--- config.mk ---
export PLATFORM = sky130hd
export DESIGN_NAME = rdz_div_cell
export DESIGN_NICKNAME = d
export VERILOG_FILES = /design/src/hw/rtl/rdz_pkg.sv /design/src/hw/rtl/rdz_div_cell.sv
export SDC_FILE = /design/constraint.sdc
export NUM_CORES = 1
export LEC_CHECK = 0
export ABC_CLOCK_PERIOD_IN_PS = 3500
export BUFFER_PORTS_ARGS = -buffer_cell sky130_fd_sc_hd__buf_2
export CORE_AREA = 4 4 201 203
export CTS_BUF_LIST = sky130_fd_sc_hd__clkbuf_16
export DETAILED_ROUTE_END_ITERATION = 6
export DIE_AREA = 0 0 205 207
export GPL_TIMING_DRIVEN = 0
export SYNTH_ARGS = -nofsm -noshare
export SYNTH_HDL_FRONTEND = slang
export SYNTH_SLANG_ARGS = --single-unit
--- constraint.sdc ---
create_clock -name clock -period 3.5 [get_ports clock]
set_input_delay 0.175 -clock clock [delete_from_list [all_inputs] [get_ports clock]]
set_output_delay 0.175 -clock clock [all_outputs]
set_load 0.03 [all_outputs]
--- src/hw/rtl/rdz_pkg.sv ---
// Shared types, constants and helpers for the radial dead-zone stick block.
package rdz_pkg;

   localparam int SAMPLE_BITS_DEF = 16;
   localparam int FIELD_W         = 16;
   localparam int DZ_W            = 15;
   localparam logic [DZ_W-1:0] DZ_RESET = 15'd7849;

   // Magnitude carries 8 fraction bits; results are Q1.15.
   localparam int MAG_FRAC  = 8;
   localparam int FRAC_BITS = 15;
   // Quotient bits per divider: results never exceed 1.0, so 17 bits suffice.
   localparam int Q_W       = FRAC_BITS + 2;

   localparam int LANES    = 3;
   localparam int LANE_X   = 0;
   localparam int LANE_Y   = 1;
   localparam int LANE_MAG = 2;

   localparam logic [Q_W-1:0]     DIR_POS_MAX = 17'd32767;
   localparam logic [Q_W-1:0]     DIR_NEG_MAX = 17'd32768;
   localparam logic [Q_W-1:0]     MAG_ONE_Q   = 17'd32768;
   localparam logic [FIELD_W-1:0] MAG_ONE     = 16'd32768;

   typedef struct packed {
      logic signed [FIELD_W-1:0] stick_x;
      logic signed [FIELD_W-1:0] stick_y;
   } req_type;

   typedef struct packed {
      logic signed [FIELD_W-1:0] direction_x;
      logic signed [FIELD_W-1:0] direction_y;
      logic        [FIELD_W-1:0] scaled_magnitude;
      logic                      outside_zone;
   } rsp_type;

   // Apply sign and saturate a direction quotient to Q1.15.
   function automatic logic [FIELD_W-1:0] sat_dir(input logic neg, input logic [Q_W-1:0] q);
      logic [Q_W-1:0] nq;
      begin
         nq = ~q + 1'b1;
         if (neg) begin
            sat_dir = (q > DIR_NEG_MAX) ? DIR_NEG_MAX[FIELD_W-1:0] : nq[FIELD_W-1:0];
         end else begin
            sat_dir = (q > DIR_POS_MAX) ? DIR_POS_MAX[FIELD_W-1:0] : q[FIELD_W-1:0];
         end
      end
   endfunction

endpackage

--- src/hw/rtl/rdz_div_cell.sv ---
// One quotient-bit cell of the three-lane restoring divider chain.
module rdz_div_cell #(
   parameter int DIV_W  = 25,
   parameter int SIDE_W = 4
) (
   input  logic                                    clock,
   input  logic                                    reset,
   input  logic                                    valid_i,
   input  logic [rdz_pkg::LANES-1:0][DIV_W-1:0]    rem_i,
   input  logic [rdz_pkg::LANES-1:0][DIV_W-1:0]    den_i,
   input  logic [rdz_pkg::LANES-1:0][rdz_pkg::Q_W-1:0] nlow_i,
   input  logic [rdz_pkg::LANES-1:0][rdz_pkg::Q_W-1:0] quo_i,
   input  logic [SIDE_W-1:0]                       side_i,
   output logic                                    valid_o,
   output logic [rdz_pkg::LANES-1:0][DIV_W-1:0]    rem_o,
   output logic [rdz_pkg::LANES-1:0][DIV_W-1:0]    den_o,
   output logic [rdz_pkg::LANES-1:0][rdz_pkg::Q_W-1:0] nlow_o,
   output logic [rdz_pkg::LANES-1:0][rdz_pkg::Q_W-1:0] quo_o,
   output logic [SIDE_W-1:0]                       side_o
);
   import rdz_pkg::*;

   logic                          valid_ff;
   logic [LANES-1:0][DIV_W-1:0]   rem_ff, rem_in;
   logic [LANES-1:0][DIV_W-1:0]   den_ff;
   logic [LANES-1:0][Q_W-1:0]     nlow_ff;
   logic [LANES-1:0][Q_W-1:0]     quo_ff, quo_in;
   logic [SIDE_W-1:0]             side_ff;
   logic [LANES-1:0][DIV_W:0]     cur;
   logic [LANES-1:0]              ge;

   always_comb begin
      for (int l = 0; l < LANES; l++) begin
         cur[l]    = {rem_i[l], nlow_i[l][Q_W-1]};
         ge[l]     = cur[l] >= {1'b0, den_i[l]};
         rem_in[l] = ge[l] ? DIV_W'(cur[l] - {1'b0, den_i[l]}) : DIV_W'(cur[l]);
         quo_in[l] = {quo_i[l][Q_W-2:0], ge[l]};
      end
   end

   always_ff @(posedge clock) begin
      if (reset) begin
         valid_ff <= 1'b0;
      end else begin
         valid_ff <= valid_i;
      end
      rem_ff  <= rem_in;
      den_ff  <= den_i;
      quo_ff  <= quo_in;
      side_ff <= side_i;
      for (int l = 0; l < LANES; l++) begin
         nlow_ff[l] <= {nlow_i[l][Q_W-2:0], 1'b0};
      end
   end

   assign valid_o = valid_ff;
   assign rem_o   = rem_ff;
   assign den_o   = den_ff;
   assign nlow_o  = nlow_ff;
   assign quo_o   = quo_ff;
   assign side_o  = side_ff;
endmodule

# [Word level (Yosys, flattened, before mapping)]
# Index checks and enable logic that the tools add are counted.
[op_classes] n_mux=3 magnitude_cmp=3 addsub=3
[ops] operator="$ge A26 B25 Y1" n=3
[ops] operator="$mux W25" n=3
[ops] operator="$sub A25 B25 Y25" n=3
[totals] in_bits=259 output_inout_bits=257 reg_bits=254

# [Depth between registers and ports, before layout]
[depth] word_depth=2 mapped_depth=14 mapped_depth_nobuf=13

# [Worst setup path after synthesis]
# OpenSTA, ideal clock, no wires.
[synth_timing] path_kind="input -> register" startpoint="in nlow_i[33] in the netlist's numbering" endpoint="reg rem_ff, in the netlist rem_o[36]" path_slack_ns=0.792 n_path_buf=2 setup_time_ns=0.121 required_ns=3.379 arrival_time_ns=2.587 path_stages=13 cell_sequence="inv_1 ha_1 inv_1 fa_1 a211oi_1 o21a_1 nor3_1 a311oi_1 a21oi_1 or3b_1 buf_2 buf_6 mux2_2"
[synth_rtl] item="start: declaration" line_no="rdz_div_cell.sv:11" text="input logic [rdz_pkg::LANES-1:0][rdz_pkg::Q_W-1:0] nlow_i,"
[synth_rtl] item="end signal: assignment" line_no="rdz_div_cell.sv:47" text="rem_ff <= rem_in;"
[synth_rtl] item="end: declaration" line_no="rdz_div_cell.sv:24" text="logic [LANES-1:0][DIV_W-1:0] rem_ff, rem_in;"

==> Flow_metrics.wiki <==
{| class="wikitable"
! Metric !! Value
|-
| Number of maximum-capacitance violations || 0
|-
| Share of flip-flops with an asynchronous set or reset || 0
|-
| Yosys top cell by area || sky130_fd_sc_hd__dfxtp_1
|-
| Floorplan die height || around 210 µm
|-
| Setup crit end || rem_o[39]
|-
| Worst-path fanout max || 10
|-
| Count of vias placed by the detailed router || about 10,000
|-
| Final Cycle Share || 0.9536
|-
| Final routed wire length divided by cell count || 16.35 µm
|-
| Layout fillers || 3,654
|-
| Area Overhead vs Synth || 65.96%
|-
| Final cell count without fillers || roughly 2,400
|-
| Maximum level of the CTS H-tree || 1
|-
| Sequential-to-total area share from yosys stat || 0.5043
|-
| Via count of the first global-routing pass || 10,803
|-
| Ratio of routed vias to standard cells || 4.413
|-
| Placeable Area || between 0.03 and 0.04 mm²
|-
| Required arrival time at the worst endpoint || about 4 ns
|-
| Die Area || 0.04244 mm²
|-
| Startpoint of the worst setup timing path || nlow_i[33]
|-
| Critical path depth || 16
|-
| Status || finished, final reports clean
|-
| Remaining max-slew budget at the tightest pin || 0.4636
|-
| List of cells traversed by the critical path || dlygate4sd3_1 > buf_2 > inv_1 > ha_1 > inv_1 > fa_1 > a211oi_1 > o21a_1 > nor3_1 > a311oi_1 > a21oi_1 > or3b_1 > buf_2 > buf_6 > buf_2 > a21oi_1
|-
| Drt initial violations || approximately 430
|-
| Standard-cell rows || approximately 70
|-
| Total power divided by cell area || 506.9 mW/mm²
|-
| Cell repeated most along the worst path || sky130_fd_sc_hd__buf_2
|-
| CTS tree || built
|-
| Routed WL || 38,670 µm
|-
| Post-synth EDFFs || 0
|-
| Hold WC Path Type || primary input to flip-flop
|-
| Slowest stage cell, crit path || sky130_fd_sc_hd__dlygate4sd3_1
|-
| Root buffer cell || sky130_fd_sc_hd__clkbuf_16
|-
| Yosys synthesis warning count || 0
|-
| Setup TNS Final || 0 ns
|-
| Kind of end point of the critical path || flip-flop
|-
| Mapped Cells || between 1,000 and 1,500
|-
| Number of iterations in the first detailed-routing pass || 5
|-
| Hold Violations, Final || 0
|-
| Post-synth cell types || 65
|-
| Combined area of the multi-input logic cells || between 0.004 and 0.005 mm²
|-
| Delay contributed by the slowest stage of the critical path || approximately 0.55 ns
|-
| Ys flop type || sky130_fd_sc_hd__dfxtp_1
|-
| Effective utilization at floorplan || 0.2621
|-
| Setup repair after global routing missed its margin || no
|-
| Share of cells above drive strength 1 || 0.3170
|-
| Dominant cells by area after synthesis || sky130_fd_sc_hd__dfxtp_1 (50%), sky130_fd_sc_hd__ha_1 (9.3%), sky130_fd_sc_hd__a21oi_1 (4.2%)
|-
| Final critical-path required period || 3.338 ns
|-
| Port Buffer Count || 509
|-
| Nature of the critical path startpoint || primary input
|-
| DRC || 0
|-
| Arrival time reported for the critical path endpoint || 3.81 ns
|-
| Fin nets || 2,162
|-
| Post-synthesis average cell area || around 9.8 µm²
|-
| Sum of overflow across all layers after global routing || 0
|-
| Final design area excluding fillers || approximately 0.017 mm²
|-
| Worst VDD drop || 0.0003372 V
|-
| Overall global routing resource usage || 0.1705
|-
| Final count of negative-setup-slack endpoints || 0
|-
| Worst Path Class, Setup || primary input to flip-flop
|-
| TritonCTS Buffers || 28
|-
| Static leakage || about 0.0082 µW
|-
| Antenna violations before repair || 5
|-
| Post-DRT Antenna Nets || 0
|-
| Post-synthesis sequential element count || 254
|-
| TritonCTS sink count || approximately 250
|-
| Placed cells || 2,059
|-
| Count of boundary I/O pins || 516
|-
| Count of final max-slew check failures || 0
|-
| Global-route wire length before repair || 58,840 µm
|-
| Top achievable clock speed || about 300 MHz
|-
| Synthesized area || a little over 0.01 mm²
|-
| Combined flip-flop and latch cell area || 0.005085 mm²
|-
| Post-DP Area || 0.01329 mm²
|-
| Number of buffer and inverter stages on the critical path || 7
|-
| Maximum count of clock buffers along a single path || 3
|-
| Top cell family by delay on the critical path || buffers and inverters
|-
| Clock-pin slew reported for the worst setup and hold paths after clock tree synthesis || 0.06 ns
|-
| Slew @ Worst Pin || 0.7997 ns
|-
| Detailed placement HPWL || 28,630 µm
|-
| Weighted congestion at the end of routability-driven global placement || 0.8950
|-
| Largest net degree at the start of global routing || 16
|-
| Proportion of netlist area held by the largest area contributor || 0.5043
|-
| Horiz. Die Dim || 205 µm
|}
==> synth_stat cells (all sizes together), types with 14 or more instances <==
cell	number
xor2	31
ha	75
o21ai	77
nor2	51
mux2	14
clkbuf	19
inv	94
nand2	77
nand3	17
xnor2	31
a21o	42
a21oi	85
dfxtp	254
==> layout make-up <==
cell class	count	area share
tap	518	0.03873
inverter	94	0.02109
timing repair buffer	763	0.3039
sequential	254	0.3039
antenna	5	0.0007478
buffer	29	0.008674
clock inverter	19	0.01152
multi-input combinational	655	0.2696
clock buffer	28	0.04188
==> worst min-delay path: cells and delay by family <==
| family | cells | cell delay [ns] |
|---|---|---|
| buffers and inverters | 3 | 0.29 |
| AND/OR/NAND/NOR | 1 | 0.13 |
| AO/OA/AOI/OAI | 1 | 0.06 |
==> sequential cells by signal, indices dropped and copies added (netlist names) <==
name     count
rem_o       75
valid_o      1
side_o       4
quo_o       51
den_o       75
nlow_o      48
==> metrics by stage <==
stage	util	total power [µW]	hold slack, ns	setup slack (ns)
floorplan	-	4699	0.2027	0.7922
global placement	0.3454	5415	0.2769	0.005951
detailed placement	0.3454	5428	0.2786	0.01287
CTS	0.4342	8556	0.009896	0.01581
global route	0.4349	8894	0.1549	0.06202
finish	0.4350	8481	0.1480	0.1623
==> what timing repair did <==
action / CTS / global route
endpoints found under the hold margin: 251 / 0
buffers inserted: 0 / 2
endpoints found under the setup margin: 0 / 11
resized for setup: 0 / 6
hold buffers: 252 / 0
==> where the power goes <==
part           total (µW)  internal [µW]  switching (µW)
clock                2860           1670            1190
combinational        2360            895            1460
sequential           3260           3190            74.1
==> kinds of logic after synthesis <==
group | share of synthesized area
AO/OA/AOI/OAI | 0.1745
adder cells (fa/ha/maj) | 0.09903
other | 0.0003719
multiplexers | 0.01663
buffers and inverters | 0.04902
AND/OR/NAND/NOR | 0.1023
flip-flops | 0.5043
XOR/XNOR | 0.05386
==> worst min path at each step <==
stage / cells past startpoint / start / endpoint
floorplan: 0 / den_i[0] / den_o[0]
global placement: 1 / quo_i[43] / quo_o[44]
detailed placement: 1 / quo_i[39] / quo_o[40]
CTS: 4 / rem_i[74] / quo_o[34]
global route: 5 / rem_i[74] / quo_o[34]
finish: 5 / rem_i[74] / quo_o[34]
==> per-layer routing <==
metal  track usage  wire [µm]  part of all wire
met2        0.3138      19380              0.50
met3       0.04410       2931             0.076
met5             0          0                 0
met4       0.05544       1305             0.034
met1        0.1898      15050              0.39
==> cell usage in the layout (no fill, tap or decap), types with 28 or more instances in the layout <==
master and instances:
sky130_fd_sc_hd__buf_2 514, sky130_fd_sc_hd__dfxtp_1 254, sky130_fd_sc_hd__dlygate4sd3_1 252, sky130_fd_sc_hd__inv_1 98, sky130_fd_sc_hd__a21oi_1 85, sky130_fd_sc_hd__nand2_1 77
sky130_fd_sc_hd__ha_1 75, sky130_fd_sc_hd__o21ai_0 74, sky130_fd_sc_hd__nor2_1 51, sky130_fd_sc_hd__a21o_1 42, sky130_fd_sc_hd__xor2_1 31, sky130_fd_sc_hd__xnor2_1 31
sky130_fd_sc_hd__clkbuf_16 28
No activity file was read; power rests on OpenSTA's default activity.
