$ cat src/hw/rtl/rdz_sqrt_cell.sv
// One digit cell of the pipelined square-root chain.
module rdz_sqrt_cell #(
   parameter int ROOT_W = 24,
   parameter int RAD_W  = 48,
   parameter int SIDE_W = 35
) (
   input  logic                clock,
   input  logic                reset,
   input  logic                valid_i,
   input  logic [ROOT_W+1:0]   rem_i,
   input  logic [ROOT_W-1:0]   root_i,
   input  logic [RAD_W-1:0]    rad_i,
   input  logic [SIDE_W-1:0]   side_i,
   output logic                valid_o,
   output logic [ROOT_W+1:0]   rem_o,
   output logic [ROOT_W-1:0]   root_o,
   output logic [RAD_W-1:0]    rad_o,
   output logic [SIDE_W-1:0]   side_o
);
   localparam int REM_W = ROOT_W + 2;

   logic                valid_ff;
   logic [REM_W-1:0]    rem_ff, rem_in;
   logic [ROOT_W-1:0]   root_ff, root_in;
   logic [RAD_W-1:0]    rad_ff;
   logic [SIDE_W-1:0]   side_ff;
   logic [REM_W+1:0]    cur;
   logic [REM_W+1:0]    trial;

   always_comb begin
      cur   = {rem_i, rad_i[RAD_W-1 -: 2]};
      trial = (REM_W+2)'({root_i, 2'b01});
      if (cur >= trial) begin
         rem_in  = REM_W'(cur - trial);
         root_in = {root_i[ROOT_W-2:0], 1'b1};
      end else begin
         rem_in  = REM_W'(cur);
         root_in = {root_i[ROOT_W-2:0], 1'b0};
      end
   end

   always_ff @(posedge clock) begin
      if (reset) begin
         valid_ff <= 1'b0;
      end else begin
         valid_ff <= valid_i;
      end
      rem_ff  <= rem_in;
      root_ff <= root_in;
      rad_ff  <= {rad_i[RAD_W-3:0], 2'b00};
      side_ff <= side_i;
   end

   assign valid_o = valid_ff;
   assign rem_o   = rem_ff;
   assign root_o  = root_ff;
   assign rad_o   = rad_ff;
   assign side_o  = side_ff;
endmodule

$ cat config.mk
export PLATFORM = sky130hd
export DESIGN_NAME = rdz_sqrt_cell
export DESIGN_NICKNAME = d
export VERILOG_FILES = /design/src/hw/rtl/rdz_sqrt_cell.sv
export SDC_FILE = /design/constraint.sdc
export NUM_CORES = 1
export LEC_CHECK = 0
export BUFFER_PORTS_ARGS = -buffer_cell sky130_fd_sc_hd__buf_2
export CAP_MARGIN = 20
export CELL_PAD_IN_SITES_DETAIL_PLACEMENT = 1
export CELL_PAD_IN_SITES_GLOBAL_PLACEMENT = 1
export CORE_MARGIN = 1.5
export CORE_UTILIZATION = 34
export DETAILED_ROUTE_END_ITERATION = 12
export PLACE_DENSITY_LB_ADDON = 0.12
export SETUP_SLACK_MARGIN = 0.2
export SYNTH_ARGS = -nofsm -noshare
export SYNTH_HDL_FRONTEND = slang
export SYNTH_SLANG_ARGS = --single-unit
$ cat constraint.sdc
create_clock -name clock -period 7.4 [get_ports clock]
set_input_delay 0.74 -clock clock [delete_from_list [all_inputs] [get_ports clock]]
set_output_delay 0.74 -clock clock [all_outputs]
set_load 0.05 [all_outputs]
# After elaboration in Yosys (flattened, before gate mapping)

Index checks and enable logic that the tools add are counted.

Flip-flop bits (word level): 132
Latch bits: 0
Bits in writable memories: 0
Memory bits (read-only): 0
Input port bits: 136
Output and inout port bits: 134
Word-level logic and storage cells: 9
Memories: 0

$add $sub $neg: 1
$mul: 0
Divide/modulo/power cells: 0
Magnitude comparators: 1
Equality and inequality tests: 0
Shift-type cells: 0
Muxes and demuxes: 2
Bitwise gates (word level): 0
Reductions and logical operators: 0

Operators by type and width:

| operator                       | number |
|---|---|
| >= comparator 28 x 26 -> 1 bit | 1 |
| two-way mux 26 bit             | 1 |
| subtractor 26 bit              | 1 |
| two-way mux 1 bit              | 1 |

# Depth between registers and ports, before layout

Gate-level depths: netlist (run 1).

Depth after elaboration: 2
Gate-level depth with buffers: 11
Mapped depth without buffers: 10

# Worst setup path before layout (run 1)

Ideal clock, no wire load.

Path type: input to register
Start point: input root_i[0]
End point: register rem_ff[10] (netlist: rem_o[10])
Setup time: 0.121 ns
Arrival time: 2.737 ns
Data required time: 7.279 ns
Setup slack: 4.542 ns
Cell stages on the path: 11
Buffers on the path: 1
Cell sequence: inv_1 > ha_1 > nand2b_1 > a211o_1 > a21oi_2 > o211ai_2 > a31oi_2 > nor2_2 > o21ai_4 > buf_12 > mux2_4

Cells in the longest elaborated chain, start to end: 2
Elaborated cells on any way between the ends: 3
Those cells by class: 1 x add/sub; 1 x order compare; 1 x mux

Ends and longest elaborated chain:

| item                                                                | RTL line | RTL |
|---|---|---|
| start, declared                                                     | 11       | `input logic [ROOT_W-1:0] root_i,` |
| subtractor 26 bit or >= comparator 28 x 26 -> 1 bit (tied branches) | 34, 33   |  |
| two-way mux 26 bit (*)                                              | 33       | `if (cur >= trial) begin` |
| via rem_in[10]                                                      | 23       | `logic [REM_W-1:0] rem_ff, rem_in;` |
| end signal, assigned                                                | 48       | `rem_ff <= rem_in;` |
| end, declared                                                       | 23       |  |

The timed path passes the listed nets; every way through them passes the cells marked *.
A chain may end at the register's enable or synchronous reset.

# Final worst setup path (run 1)

Start point: input root_i[14]
End point: register rem_ff[16] (netlist: rem_o[16])

The elaborated chain is that of the path after synthesis.

==> results of run 1 <==
==> critical path, delay by kind of cell <==
kind | cells | cell delay [ps]
AOI/OAI and AO/OA | 3 | 940
adders and majority gates | 1 | 440
buffers and inverters | 3 | 360
muxes | 1 | 300
and+or+nand+nor | 3 | 540
==> flip-flops by register name, indices dropped and copies added (netlist names) <==
register  count
root_o       24
valid_o       1
rem_o        26
rad_o        46
side_o       35
==> through the flow <==
step,util,setup WS (ps),hold slack (ps),instances,cell area (µm²)
finish,0.517,4360,419,849,6600
global route,0.517,4180,399,848,6600
CTS,0.514,4160,398,847,6570
detailed placement,0.468,3720,844,816,5980
global placement,0.468,3770,843,816,5980
floorplan,-,4540,768,383,4500
==> power groups by stage <==
stage,logic [mW],registers [mW],clock network [mW]
after CTS,0.511,0.789,0.853
after global placement,0.502,0.802,0
after global routing,0.537,0.793,0.885
after detailed placement,0.507,0.803,0
after floorplan,0.149,1.03,0
final,0.508,0.788,0.832
==> cell usage in the layout, fill, tap and decap left out, types with 13 or more instances in the layout <==
master,count
sky130_fd_sc_hd__ha_1,26
sky130_fd_sc_hd__nand2_1,21
sky130_fd_sc_hd__nor2_1,16
sky130_fd_sc_hd__dfxtp_1,132
sky130_fd_sc_hd__buf_2,267
sky130_fd_sc_hd__mux2_4,16
sky130_fd_sc_hd__o21ai_0,15
sky130_fd_sc_hd__clkbuf_16,17
sky130_fd_sc_hd__inv_1,30
sky130_fd_sc_hd__xnor2_1,13
sky130_fd_sc_hd__a21oi_1,21
==> final cells by class <==
cell class / instances / area, µm² / area share
antenna: 1 / 2.50 / 0.000379
clock buffer: 19 / 433 / 0.0656
clock inverter: 12 / 156 / 0.0237
inverter: 30 / 113 / 0.0171
multi-input combinational: 215 / 1680 / 0.254
sequential: 132 / 2640 / 0.400
tap: 172 / 215 / 0.0326
timing repair buffer: 268 / 1360 / 0.207
==> worst max-delay path by stage <==
stage	start	to
5_1_grt	root_i[14]	rem_o[16]
6_report	root_i[14]	rem_o[16]
3_3_place_gp	root_i[0]	rem_o[2]
3_5_place_dp	root_i[0]	rem_o[3]
4_1_cts	root_i[0]	rem_o[5]
2_1_floorplan	root_i[0]	rem_o[10]
==> routing by layer <==
metal,vias up,track usage,part of all wire
met3,23,0.0814,0.076
met1,1784,0.205,0.39
met4,2,0.0877,0.023
met2,150,0.343,0.51
met5,-,0,0.00060
li1,1863,-,-
==> logic make-up after synthesis <==
family / after synthesis
adders and majority gates: 26
buffers and inverters: 36
DFF: 132
and+or+nand+nor: 68
other: 1
AOI/OAI and AO/OA: 72
xor gates and xnor gates: 23
muxes: 24
==> impl_results.md, run 1 <==
* Status: finished clean
* Post-synthesis share of cell area spent on xor and xnor gates at 0.0448
* Sum of negative setup slack at 0 ps
* Synthesis-to-finish area growth at 47.0%
* Leading post-synthesis cells by instance count: 132 x sky130_fd_sc_hd__dfxtp_1, 30 x sky130_fd_sc_hd__inv_1, 26 x sky130_fd_sc_hd__ha_1
* Half-perimeter wire length after placement at 10,800 µm
* Cell area after synthesis at 0.00449 mm²
* Hold Path End: side_o[33]
* First-pass GRT wire length at 21,100 µm
* Total DRC errors in the routed layout at 0
* Simple-gate area share of the yosys netlist at 0.0747
* Number of clock buffers inserted by TritonCTS at 17
* Overall routed net length at 13,400 µm
* Vias in the first global route at roughly 4.1k
* Total routing usage reported by global routing at 0.196
* Portion of total power attributed to combinational logic at 0.239
* CP startpoint kind: input port
* Ys Warns at 0
* Fraction of registers with async set or reset after synthesis at 0
* Number of I/O port buffers at 267
* Portion of the post-synthesis area used by sequential elements at 0.588
* Most common cell in the synthesized netlist: sky130_fd_sc_hd__dfxtp_1
* Htree depth at 4
* Crit path time final at 3040 ps
* Worst Hold Class: input port to flop
* Highest fanout seen on the critical path at 15
* Horizontal die dimension at 118 µm
* Antenna viol nets, final at 0
* Number of max-slew violations in the final report at 0
* Number of placed I/O pins at 270
* Count of filler cells inserted in the layout at 1,506
* Pre-Repair DR Iteration Count at 4
* Total vias in the final route at roughly 3.8k
* TritonCTS clock tree: built
* Number of antenna violations at the first check in global routing at 2
* Fraction of final layout cells sized beyond drive strength 1 at 0.482
* Worst stage delay on the critical path at 570 ps
* Clock-pin slew on the worst setup and hold paths at 60 ps
* Number of enable flip-flop cells after synthesis at 0
* Area share of the largest cell type after synthesis at 0.588
* Count of mapped cells out of synthesis at 382
* Crit path kind: input port to flop
* Share of synthesized cell area in full adder, half adder and majority cells at 0.0724
* Remaining Overflow, GRT at 0
* Timing-limited maximum frequency at approximately 330 MHz
* Die height at 118 µm
* Main combinational cell family by area after synthesis: compound AO/OA/AOI/OAI gates
* Hold Crit Start: side_i[33]
* Critical Path RT at 7700 ps
* Largest buffer count on any clock path at 2
* Leakage dissipation at ~3.4 nW
* Most frequently used flop master after synthesis: sky130_fd_sc_hd__dfxtp_1
* Total number of clock tree sinks at 132
* Post-CTS setup buffer count at 0
* Number of cells on the worst hold path at 1
* Number of buffers inserted by hold repair at cts at 0
* Area of the die at 0.0139 mm²
* Placer's final routability congestion estimate at 0.771
* Max stage delay cell, worst path: sky130_fd_sc_hd__o21ai_4
* Clock group share of total power at 0.391
* Flops & latches, synth at about 130
* Drt initial violations at between 100 and 150
* Compound-gate portion of the synthesized area at 0.106
* Post-synthesis cell type count at 50
* Rows at just over 40
* Worst supply voltage drop on vdd at between 0.0001 and 0.00015 V
* Maximum number of pins on one net before global-route repair at 27
* Final worst-path cycle share at 0.411
* Cell-by-cell listing of the critical path: buf_2 -> inv_1 -> ha_1 -> and3_1 -> and2_1 -> o211ai_2 -> a31oi_2 -> nor2_2 -> o21ai_4 -> buf_16 -> mux2_4
* Power per cell area at 322 mW/mm²
* Post-Synthesis Mean Instance Area at about 12 µm²
* Floorplan core area at 0.0128 mm²
* Final number of setup-violating endpoints at 0
* Endpoint arrival time on the critical path at ~3300 ps
* Max transition margin at 0.546
* Actual slew at the worst max-slew pin at 678 ps
* Worst setup EP type: flop
* Initial core utilization at 0.352
* Total Nets Final at 826
* Post-detailed-route via-to-cell ratio at ~4.5
* RSZ-0062 raised after global routing: no
* Number of instances resized during post-cts repair at 0
* Sum of internal, switching and leakage power at 2.13 mW
* Root buffer cell: sky130_fd_sc_hd__clkbuf_16
* WL per Instance at 15.8 µm
* NetSw at 0.670 mW
* Final number of hold-violating endpoints at 0
* Sequential power share at 0.370
* Top cells by area in the synthesized netlist: sky130_fd_sc_hd__dfxtp_1 59%, sky130_fd_sc_hd__ha_1 7.2%, sky130_fd_sc_hd__mux2_4 5.3%, sky130_fd_sc_hd__xnor2_1 2.5%, sky130_fd_sc_hd__inv_1 2.5%
* Switching power share of the total at 0.315
* Number of max-cap violations at 0
* Portion of netlist area occupied by mux cells at 0.0730
* Internal power contribution at around 1.5 mW
* Top cell type by total area after synthesis: sky130_fd_sc_hd__dfxtp_1
Note: power is estimated with default switching activity, not from simulation.
==> run 2, diff against run 1 <==
--- a/config.mk
+++ b/config.mk
@@ -10,7 +10,7 @@
 export CELL_PAD_IN_SITES_DETAIL_PLACEMENT = 1
 export CELL_PAD_IN_SITES_GLOBAL_PLACEMENT = 1
 export CORE_MARGIN = 1.5
-export CORE_UTILIZATION = 34
+export CORE_UTILIZATION = 31
 export DETAILED_ROUTE_END_ITERATION = 12
 export PLACE_DENSITY_LB_ADDON = 0.12
 export SETUP_SLACK_MARGIN = 0.2
==> constraint.sdc (replaced) <==
create_clock -name clock -period 2.9 [get_ports clock]
set_input_delay 0.29 -clock clock [delete_from_list [all_inputs] [get_ports clock]]
set_output_delay 0.29 -clock clock [all_outputs]
set_load 0.05 [all_outputs]
==> run 2 against run 1 <==
  * Clock-buffer cell count decreased by 1
  * Wire length increased by 32%
  * Critical path depth unchanged
  * Sequential share of layout area decreased by 5.7 points
  * Sequential power increased to 2.6 times the previous value
  * Global-route usage increased by 3.6 points
==> impl_results.md, run 2 (synthesis results as in run 1) <==
* Status: finished clean
* Pre-Repair DR Iteration Count at 4
* Final number of hold-violating endpoints at 0
* Total vias in the final route at 4,280
* Internal power contribution at 3.77 mW
* Synthesis-to-finish area growth at 71.4%
* Critical Path RT at 3200 ps
* Floorplan core area at roughly 0.014 mm²
* Critical Path Source: root_i[16]
* Hold Crit Start: reset
* Worst stage delay on the critical path at 560 ps
* NetSw at 1.87 mW
* Highest-count cells in the layout ignoring fill and taps: 267 x sky130_fd_sc_hd__buf_2, 132 x sky130_fd_sc_hd__dfxtp_1, 104 x sky130_fd_sc_hd__dlygate4sd3_1, 30 x sky130_fd_sc_hd__inv_1, 25 x sky130_fd_sc_hd__ha_1
* Total DRC errors in the routed layout at 0
* Total routing usage reported by global routing at 0.232
* Largest buffer count on any clock path at 2
* Final worst-path cycle share at 0.900
* Worst supply voltage drop on vdd at 0.000422 V
* Clock group share of total power at 0.384
* Vias in the first global route at 4,704
* Sequential power share at 0.359
* Root buffer cell: sky130_fd_sc_hd__clkbuf_16
* Max stage delay cell, worst path: sky130_fd_sc_hd__dlygate4sd3_1
* Post-detailed-route via-to-cell ratio at approximately 4.4
* Power per cell area at 732 mW/mm²
* Number of max-cap violations at 0
* Half-perimeter wire length after placement at 11,000 µm
* Portion of total power attributed to combinational logic at 0.257
* Worst setup EP type: flop
* Horizontal die dimension at 123 µm
* Die height at 123 µm
* Crit path kind: input port to flop
* Highest fanout seen on the critical path at 11
* WL per Instance at 18.3 µm
* Endpoint arrival time on the critical path at 2910 ps
* Area of the die at 0.0152 mm²
* Total number of clock tree sinks at 132
* Sum of negative setup slack at 0 ps
* Clock-pin slew on the worst setup and hold paths at roughly 60 ps
* CP startpoint kind: input port
* TritonCTS clock tree: built
* Number of placed I/O pins at 270
* Timing-limited maximum frequency at 383 MHz
* Antenna viol nets, final at 0
* Worst Hold Class: input port to flop
* Post-layout util at 0.550
* Number of antenna violations at the first check in global routing at 3
* Rows at 43
* Final number of setup-violating endpoints at 0
* Htree depth at 4
* Number of max-slew violations in the final report at 0
* Buffers and inverters on the worst path at 4
* Switching power share of the total at 0.331
* Initial core utilization at 0.321
* Crit path time final at around 2600 ps
* Most common library cell in the layout ignoring fill and taps: sky130_fd_sc_hd__buf_2
* Max reg flops at 46
* Fraction of final layout cells sized beyond drive strength 1 at 0.429
* Maximum number of pins on one net before global-route repair at 17
* Leakage dissipation at approximately 3.9 nW
* Remaining Overflow, GRT at 0
* Placer's final routability congestion estimate at 0.741
* Cell-by-cell listing of the critical path: dlygate4sd3_1 -> buf_2 -> inv_1 -> ha_1 -> and3_1 -> nor2b_1 -> and4_1 -> nor2_2 -> o21ai_4 -> buf_6 -> mux2_2
* Drt initial violations at around 130
* Total Nets Final at 936
* Overall routed net length at 17,700 µm
* First-pass GRT wire length at between 20,000 and 30,000 µm
* RSZ-0062 raised after global routing: no
* Number of I/O port buffers at 267
* Number of clock buffers inserted by TritonCTS at 17
* Kind of cell adding the most delay to the critical path: buffers and inverters
run 2: cell types whose count changed in the layout (fill, tap and decap cells not counted), sizes merged:
cell / change
bufinv: -1
buf: +6
dlygate4sd3: +104
clkinv: -4
clkbuf: -1
inv: +3
clkinvlp: +3
run 2: final cells by class:
| type | count | area (µm²) |
|---|---|---|
| clock buffers | 18 | 439 |
| multi-input cells | 215 | 1680 |
| diodes | 1 | 2.50 |
| clock inverters | 13 | 148 |
| inverters | 30 | 113 |
| flip-flops and latches | 132 | 2640 |
| repair buffers | 378 | 2450 |
| fillers | 1584 | 6290 |
| well taps | 180 | 225 |
run 2: final timing paths:
check / cells after the start / endpoint / slack (ps)
setup / recovery: 11 / rem_o[4] / 290
hold / removal: 2 / valid_o / 30
run 2: stage by stage:
stage	power, mW	setup WS (ps)	instance area, µm²	hold slack [ps]	std cells
floorplan	3.00	492	4500	318	383
finish	5.63	290	7700	25.4	967
global route	5.84	199	7700	11.7	967
CTS	5.62	207	7680	4.55	965
detailed placement	3.36	184	6050	394	830
global placement	3.34	270	6050	393	830
run 2: power by group through the flow:
stage	Combinational, mW	Sequential (mW)	Clock, mW
final	1.45	2.02	2.16
after global routing	1.53	2.04	2.28
after CTS	1.43	2.02	2.18
after detailed placement	1.30	2.05	0
after global placement	1.29	2.05	0
after floorplan	0.380	2.62	0
run 2: per-layer routing:
metal / vias up / share of wire / GRT usage
met1: 1986 / 0.38 / 0.236
met3: 36 / 0.067 / 0.0729
met5: - / 0.0018 / 0
met4: 4 / 0.027 / 0.0984
met2: 173 / 0.53 / 0.435
li1: 2081 / - / -
run 2: what timing repair did:
action	4_1_cts	5_1_grt
endpoints found under the setup margin	0	20
hold endpoints to repair	104	0
hold buffers	104	0
gates resized for setup	0	6
setup buffers	0	1
